[src/hdl/mtq_pkg.sv]
// Shared types and constants for the matrix-to-quaternion pipeline.
package mtq_pkg;

  // The largest normalized magnitude lies in [2^29, 2^30); the others are no larger.
  localparam int MAG_W  = 30;
  localparam int ROOT_W = MAG_W + 1;
  localparam int SQ_W   = 2 * MAG_W;
  localparam int N_W    = 2 * MAG_W + 2;

  localparam logic [1:0] PIV_W = 2'd0;
  localparam logic [1:0] PIV_X = 2'd1;
  localparam logic [1:0] PIV_Y = 2'd2;
  localparam logic [1:0] PIV_Z = 2'd3;

  typedef logic [MAG_W-1:0] mag_t;

  typedef struct packed {
    logic [3:0] neg;
    logic [1:0] pivot;
    logic       inv;
  } side_t;

endpackage

[src/hdl/mtq_front.sv]
// Front stages: pivot choice, component formation, sign split and normalizing shift.
module mtq_front #(
  parameter int DATA_WIDTH = 16,
  parameter int FRAC_BITS  = 14
) (
  input  logic                         clk,
  input  logic                         rst_n,
  input  logic                         in_vld,
  input  logic signed [DATA_WIDTH-1:0] m00,
  input  logic signed [DATA_WIDTH-1:0] m01,
  input  logic signed [DATA_WIDTH-1:0] m02,
  input  logic signed [DATA_WIDTH-1:0] m10,
  input  logic signed [DATA_WIDTH-1:0] m11,
  input  logic signed [DATA_WIDTH-1:0] m12,
  input  logic signed [DATA_WIDTH-1:0] m20,
  input  logic signed [DATA_WIDTH-1:0] m21,
  input  logic signed [DATA_WIDTH-1:0] m22,
  output logic                         out_vld,
  output mtq_pkg::mag_t [3:0]          out_mag,
  output mtq_pkg::side_t               out_side
);

  localparam int DW   = DATA_WIDTH;
  localparam int BASE = (DW > FRAC_BITS + 1) ? DW : FRAC_BITS + 1;
  localparam int CW   = BASE + 3;
  localparam int POSW = $clog2(CW);
  localparam int SHW  = $clog2(CW + 1);
  localparam int EXW  = CW + mtq_pkg::MAG_W;
  localparam logic signed [CW-1:0] ONE =
    {{(CW - FRAC_BITS - 1){1'b0}}, 1'b1, {FRAC_BITS{1'b0}}};

  logic signed [DW-1:0] raw [9];
  logic signed [CW-1:0] e   [9];

  assign raw[0] = m00;
  assign raw[1] = m01;
  assign raw[2] = m02;
  assign raw[3] = m10;
  assign raw[4] = m11;
  assign raw[5] = m12;
  assign raw[6] = m20;
  assign raw[7] = m21;
  assign raw[8] = m22;

  always_comb begin
    for (int i = 0; i < 9; i++) begin
      e[i] = {{(CW - DW){raw[i][DW-1]}}, raw[i]};
    end
  end

  // Stage 1: trace and pivot choice
  logic                 vld1_r;
  logic signed [CW-1:0] m1_r [9];
  logic [1:0]           piv1_r;
  logic [1:0]           piv1_nxt;
  logic signed [CW-1:0] trace;
  logic signed [CW-1:0] dsel;

  always_comb begin
    trace = e[0] + e[4] + e[8];
    piv1_nxt = mtq_pkg::PIV_X;
    dsel = e[0];
    if (e[4] > e[0]) begin
      piv1_nxt = mtq_pkg::PIV_Y;
      dsel = e[4];
    end
    if (e[8] > dsel) piv1_nxt = mtq_pkg::PIV_Z;
    if (trace > 0) piv1_nxt = mtq_pkg::PIV_W;
  end

  // Stage 2: components, c[pivot] holds the square-root argument
  logic                 vld2_r;
  logic signed [CW-1:0] c2_r [4];
  logic signed [CW-1:0] c2_nxt [4];
  logic [1:0]           piv2_r;

  always_comb begin
    unique case (piv1_r)
      mtq_pkg::PIV_X: begin
        c2_nxt[1] = m1_r[0] - m1_r[4] - m1_r[8] + ONE;
        c2_nxt[0] = m1_r[7] - m1_r[5];
        c2_nxt[2] = m1_r[3] + m1_r[1];
        c2_nxt[3] = m1_r[6] + m1_r[2];
      end
      mtq_pkg::PIV_Y: begin
        c2_nxt[2] = m1_r[4] - m1_r[8] - m1_r[0] + ONE;
        c2_nxt[0] = m1_r[2] - m1_r[6];
        c2_nxt[3] = m1_r[7] + m1_r[5];
        c2_nxt[1] = m1_r[1] + m1_r[3];
      end
      mtq_pkg::PIV_Z: begin
        c2_nxt[3] = m1_r[8] - m1_r[0] - m1_r[4] + ONE;
        c2_nxt[0] = m1_r[3] - m1_r[1];
        c2_nxt[1] = m1_r[2] + m1_r[6];
        c2_nxt[2] = m1_r[5] + m1_r[7];
      end
      default: begin
        c2_nxt[0] = m1_r[0] + m1_r[4] + m1_r[8] + ONE;
        c2_nxt[1] = m1_r[7] - m1_r[5];
        c2_nxt[2] = m1_r[2] - m1_r[6];
        c2_nxt[3] = m1_r[3] - m1_r[1];
      end
    endcase
  end

  // Stage 3: sign and magnitude, largest magnitude
  logic              vld3_r;
  logic [CW-1:0]     mag3_r [4];
  logic [CW-1:0]     mag3_nxt [4];
  logic [CW-1:0]     mx3_r;
  logic [CW-1:0]     mxa;
  logic [CW-1:0]     mxb;
  mtq_pkg::side_t    side3_r;
  mtq_pkg::side_t    side3_nxt;

  always_comb begin
    for (int i = 0; i < 4; i++) begin
      side3_nxt.neg[i] = c2_r[i][CW-1];
      mag3_nxt[i] = c2_r[i][CW-1] ? -c2_r[i] : c2_r[i];
    end
    side3_nxt.pivot = piv2_r;
    side3_nxt.inv   = (c2_r[piv2_r] <= 0);
    mxa = (mag3_nxt[1] > mag3_nxt[0]) ? mag3_nxt[1] : mag3_nxt[0];
    mxb = (mag3_nxt[3] > mag3_nxt[2]) ? mag3_nxt[3] : mag3_nxt[2];
  end

  // Stage 4: shift all four so the largest lands in [2^29, 2^30)
  logic                 vld4_r;
  mtq_pkg::mag_t [3:0]  mag4_r;
  mtq_pkg::mag_t [3:0]  mag4_nxt;
  mtq_pkg::side_t       side4_r;
  logic [POSW-1:0]      pos;
  logic [SHW-1:0]       sh;
  logic [EXW-1:0]       ext [4];

  always_comb begin
    pos = '0;
    for (int b = 0; b < CW; b++) begin
      if (mx3_r[b]) pos = POSW'(b);
    end
    sh = SHW'(pos) + SHW'(1);
    for (int i = 0; i < 4; i++) begin
      ext[i] = {mag3_r[i], {mtq_pkg::MAG_W{1'b0}}} >> sh;
      mag4_nxt[i] = ext[i][mtq_pkg::MAG_W-1:0];
    end
  end

  always_ff @(posedge clk) begin
    if (!rst_n) begin
      vld1_r <= 1'b0;
      vld2_r <= 1'b0;
      vld3_r <= 1'b0;
      vld4_r <= 1'b0;
    end else begin
      vld1_r <= in_vld;
      vld2_r <= vld1_r;
      vld3_r <= vld2_r;
      vld4_r <= vld3_r;
    end
  end

  always_ff @(posedge clk) begin
    m1_r    <= e;
    piv1_r  <= piv1_nxt;
    c2_r    <= c2_nxt;
    piv2_r  <= piv1_r;
    mag3_r  <= mag3_nxt;
    mx3_r   <= (mxb > mxa) ? mxb : mxa;
    side3_r <= side3_nxt;
    mag4_r  <= mag4_nxt;
    side4_r <= side3_r;
  end

  assign out_vld  = vld4_r;
  assign out_mag  = mag4_r;
  assign out_side = side4_r;

endmodule

[config.mk]
export PLATFORM = sky130hd
export DESIGN_NAME = mtq_front
export DESIGN_NICKNAME = d
export VERILOG_FILES = /design/src/hdl/mtq_pkg.sv /design/src/hdl/mtq_front.sv
export SDC_FILE = /design/constraint.sdc
export NUM_CORES = 1
export LEC_CHECK = 0
export BUFFER_PORTS_ARGS = -buffer_cell sky130_fd_sc_hd__clkbuf_2
export CORE_ASPECT_RATIO = 0.7
export CORE_MARGIN = 3
export CORE_UTILIZATION = 60
export CTS_CLUSTER_SIZE = 14
export DETAILED_ROUTE_END_ITERATION = 12
export PLACE_DENSITY = 0.8
export SKIP_LAST_GASP = 1
export SLEW_MARGIN = 25
export SYNTH_ARGS = -nofsm -noshare
export SYNTH_HDL_FRONTEND = slang
export SYNTH_SLANG_ARGS = --single-unit
[constraint.sdc]
create_clock -name clk -period 9.2 [get_ports clk]
set_input_delay 0.92 -clock clk [delete_from_list [all_inputs] [get_ports clk]]
set_output_delay 0.92 -clock clk [all_outputs]
set_load 0.01 [all_outputs]
# Word-level counts from Yosys, hierarchy flattened
# Index checks and enable logic that the tools add are counted.
# totals
ff_bits	457
inputBits	147
output_inout_bits	128
word_cells	107
# classes
add_sub_neg	25
order_cmp	8
eq_ne	3
shifts	4
n_mux	32
bitwise_logic	1
# ops
operator	count
$pmux W76 S3	1
$shr A49 B5 Y30	4
$mux W19	10
$sub A16 B16 Y17	6
$add A16 B16 Y17	5
$mux W5	17
$add A19 B16 Y19 const B	4
$neg A19 Y19	4
$gt A19 B19 Y1	3
$sub A17 B16 Y18	3
$bmux W19 S2	1
$add A17 B16 Y18	2
$gt A16 B19 Y1	1
$le A19 B1 Y1 const B	1
$gt A18 B1 Y1 const B	1
$gt A16 B16 Y1	1
$add A5 B1 Y5 const B	1
$eq A2 B2 Y1 const B	2
$mux W2	2
$ge A3 B3 Y1 const B	1
$not A2 Y3	1
$eq A2 B1 Y1 const B	1
$mux W1	1

# Depth between registers and ports, before layout
# logic_depth
ltp_word	20
ltp_mapped	32

# Worst setup path after synthesis
# OpenSTA, ideal clock, no wires.
# synth_path
path_type	register to register
startpoint	reg c2_r[38] (netlist bit)
endpoint	reg mx3_r[10]
t_arrival_ns	6.348
setup_slack_ns	2.778
path_stages_with_launch	30
synth_period_minus_slack_ns	6.422
cell_sequence	dfxtp_1 > inv_1 > ha_1 > or3b_4 > or4b_4 > or3_1 > o41ai_1 > xor2_1 > inv_1 > ha_1 > a21o_1 > a21o_1 > a21oi_1 > nand2_1 > o31ai_4 > a21oi_2 > buf_6 > buf_12 > mux2i_2 > ha_1 > and4_1 > a21oi_1 > nand2_1 > a221oi_1 > o21ai_0 > a21oi_1 > a41o_1 > buf_1 > clkbuf_1 > mux2i_1
# synth_rtl
item	line_no	source
from (decl)	mtq_front.sv:73	logic signed [CW-1:0] c2_r [4];
from (signal assigned)	mtq_front.sv:165	c2_r <= c2_nxt;
to (signal assigned)	mtq_front.sv:168	mx3_r <= (mxb > mxa) ? mxb : mxa;
to (decl)	mtq_front.sv:110	logic [CW-1:0] mx3_r;

==> flow_summary.toml <==
[outcome]
status = "finished, final reports clean"

[worst_hold_path]
whs_path_depth = 0
min_from = "side3_r[0]$_DFF_P_"
min_to = "out_side[0]$_DFF_P_"
min_path_type = "flop to flop"

[clocking]
cts_resized = 0
clk_latency_ps = 620
clockRootBuffer = "clkbuf_16"
clkSinkCount = 456
clkTransAtPathRegs_ps = 70
h-tree-depth = 2
cts-buffers-inserted = 45
post_cts_buffers = 0
clock_path_buffers = 3
hold_buffers = 0
cts_tree = "built"

[setup_path]
reg2reg_to = "mx3_r[2]$_DFF_P_"
cp_data_arrival_time_ps = 8300
path_buf_inv = 3
critPathKind = "flop to flop"
cpPeakStageDelay_ps = 880
path_delay_family = "compound AO/OA/AOI/OAI gates"
critPathMostFrequentCell = "ha_1"
timing.rr.start = "c2_r[38]$_DFF_P_"
reg2reg_depth = 25
crit_slowest_cell = "a41o_1"
cp_data_required_time_ps = 9720
endpoint_kind = "flop"
cp_max_fo = 17
cp-start-kind = "flop"
rrSetupSlack_ps = 1420

[floorplanning]
core_um2 = 49800
io_pins = 275
initial_core_util_pct = 61.4
die_w_um = 276
die_area_um2 = 53700
placementRows = 68
chipHeight_um = 195

[synthesis]
async_flop_share_pct = 0
synth-compound-area-share_pct = 15.6
ys.flop_type = "dfxtp_1"
synth_top_family_by_area = "adder cells"
synthCells = 3227
synth-xor-area-share_pct = 5.91
synth.distinct_cells = 86
synth_enable_flop_cells = 0
synth_fa_ha_area_share_pct = 17.3
ys_warn_count = 0
yosys-mux-area-fraction_pct = 14.2
synth_area_leader_cell = "dfxtp_1"
syn-cell-area_um2 = 30500
synth_simple_gate_area_share_pct = 12.0
avgSynthCellArea_um2 = 9.47
synth.yosys.seq_area_share_pct = 29.9
netlist.area_leader.share_pct = 29.9
synthTopCellsByArea = "dfxtp_1 (30%), ha_1 (11%), mux2i_1 (6.9%)"
ys_ff_latch = 456

[sta]
slew_violations = 0
finalHoldViolations = 0
worstMarginPinSlew_ps = 1210
worst_slack_ps = 1420
rsz0062_at_grt = "no"
setup_viol = 0
fmax_mhz = 129
fin_crit_ps = 7780
period_share_pct = 84.5
final.setup_skew_ps = 33.0
fin_setup_tns_ps = 0
maxSlewHeadroom_pct = 18.9

[cells_and_area]
area_growth_pct = 11.7
drive_gt1_share_pct = 15.3
nFillCells = 3849
nNetsFinal = 3976

[routing]
num_vias = 27300
wl_per_cell_um = 27.4
viasPerCell = 6.57
drc = 0
routed_wl_mm = 114
drt-pass1-iter-count = 6
drt.antenna.violating_nets = 0
drt_iter0_drc = 3912

[grt]
grt_util_met1_pct = 61.8
antenna_found_initial = 3
grt_max_degree = 98
grtUsageMet2_pct = 52.8
met3_usage_pct = 22.6
grt_busiest_layer = "met1"
grt_usage_pct = 41.8
grt_pass1_wl_mm = 168
grt_pass1_vias = 26100
gr-total-overflow = 0

[placed_design]
detailed_place_hpwl_mm = 92.1
place_congestion = 1.08
preCtsSetupSlack_ps = 1610
portBuffers = 274

[flow_run]
maxCapViolations = 0
## cells by family (layout without fill, tap and decap cells)
family	count (synthesis)	in the layout
buf+inv	404	659
simple gates	763	763
fa+ha+maj	369	369
xor+xnor	206	206
compound gates	710	710
flops	456	456
other cells	1	15
mux	318	318
## sequential cells by signal, summed over array words and instances, names as in the netlist, 2 cells and up
register  count
piv1_r        2
out_side      7
mag3_r       76
side3_r       7
mx3_r        18
out_mag     120
piv2_r        2
m1_r        144
c2_r         76
## cell type report
type	count	area [um^2]	area share [%]
Clock inverter	17	169	0.495
Inverter	271	1020	2.98
Sequential cell	456	9130	26.8
Timing Repair Buffer	310	1650	4.84
Antenna cell	3	7.51	0.0220
Tap cell	665	832	2.44
Multi-Input combinational cell	2378	20000	58.6
Clock buffer	61	1320	3.86
## synthesized netlist by cell type, drive strengths merged (11+ instances only)
master and count:
dfxtp 456, nand4 18, clkbuf 98, ha 279, buf 35, nand2 172
nor3 57, a21oi 162, mux2i 218, mux4 88, o22ai 20, o21ai 149
xor2 93, a21o 47, nand2b 37, a31oi 27, o2bb2ai 14, nor2b 41
nand3 60, nor4 18, inv 271, and3 17, and2 30, xnor2 113
nor2 245, o31ai 27, fa 88, a211oi 38, o41ai 25, o21a 38
o211ai 15, mux2 12, o21bai 22, or3 21, or4 11, o221ai 18
## worst register-to-register path, stage by stage, from the launching register on
cell and delay [ps]:
dfxtp_1 360, inv_1 100, ha_1 180, or3b_4 400, or4b_4 630, or3_1 380
o41ai_1 310, xor2_1 180, inv_1 110, ha_1 320, nand4_1 170, o21bai_1 220
o221ai_1 260, o31ai_4 160, a21oi_2 600, buf_4 360, mux2i_2 260, ha_1 270
nor2b_1 130, o21ai_0 160, nand2_1 110, a221oi_1 270, o21ai_0 230, a21oi_1 290
a41o_1 880, mux2i_1 330
## per-stage QoR
| stage | util, % | std cells | hold slack, ps | cell area, um^2 |
|---|---|---|---|---|
| floorplan | - | 3238 | 310 | 30600 |
| global placement | 65.5 | 4079 | 316 | 32600 |
| detailed placement | 65.5 | 4079 | 313 | 32600 |
| CTS | 68.5 | 4157 | 336 | 34100 |
| global route | 68.5 | 4158 | 345 | 34100 |
| finish | 68.5 | 4161 | 332 | 34100 |
## worst max path at each step
stage / startpoint / end / slack (ps) / cells after the start
4_1_cts: c2_r[38]$_DFF_P_ / mx3_r[2]$_DFF_P_ / 1590 / 25
3_3_place_gp: c2_r[38]$_DFF_P_ / mx3_r[9]$_DFF_P_ / 1810 / 25
6_report: c2_r[38]$_DFF_P_ / mx3_r[2]$_DFF_P_ / 1420 / 25
2_1_floorplan: c2_r[38]$_DFF_P_ / mx3_r[10]$_DFF_P_ / 2780 / 29
3_5_place_dp: c2_r[38]$_DFF_P_ / mx3_r[2]$_DFF_P_ / 1610 / 25
5_1_grt: c2_r[38]$_DFF_P_ / mx3_r[2]$_DFF_P_ / 990 / 25
## metal layers
layer,share of wire [%],up-vias
li1,-,12000
met1,44,13300
met2,37,1858
met3,17,215
met4,2.1,6
met5,0.23,-
## layout by cell type (no fill, tap or decap), types with 10 or more instances in the layout
cell       synthesis  final
a31oi_1           27     24
clkinv_2           0     10
conb_1             1     12
nor4_1            18     18
mux2_2            12     12
dfxtp_1          456    454
mux4_2            88     88
ha_1             279    278
o22ai_1           20     20
and3_1            17     17
a21o_1            47     47
inv_1            268    268
nand3_1           60     60
o211ai_1          15     15
nor3_1            57     57
buf_4              3     34
nor2_1           245    244
o21a_1            38     38
a211oi_1          38     37
clkbuf_8           0     11
o221ai_1          18     17
clkbuf_2           0    274
mux2i_1          210    209
clkbuf_16          0     46
xor2_1            93     92
o41ai_1           24     23
and2_1            30     30
nand2_1          172    171
nor2b_1           41     41
nand2b_1          37     37
or3_1             21     21
fa_1              88     88
o2bb2ai_1         14     14
o21bai_1          22     22
o21ai_0          149    149
xnor2_1          113    111
o31ai_1           26     26
or4_1             10     10
a21oi_1          161    160
nand4_1           18     18
Power is left out: the tool's default activity adds up to more than one toggle a clock period on the data nets, which glitch-free logic cannot reach.
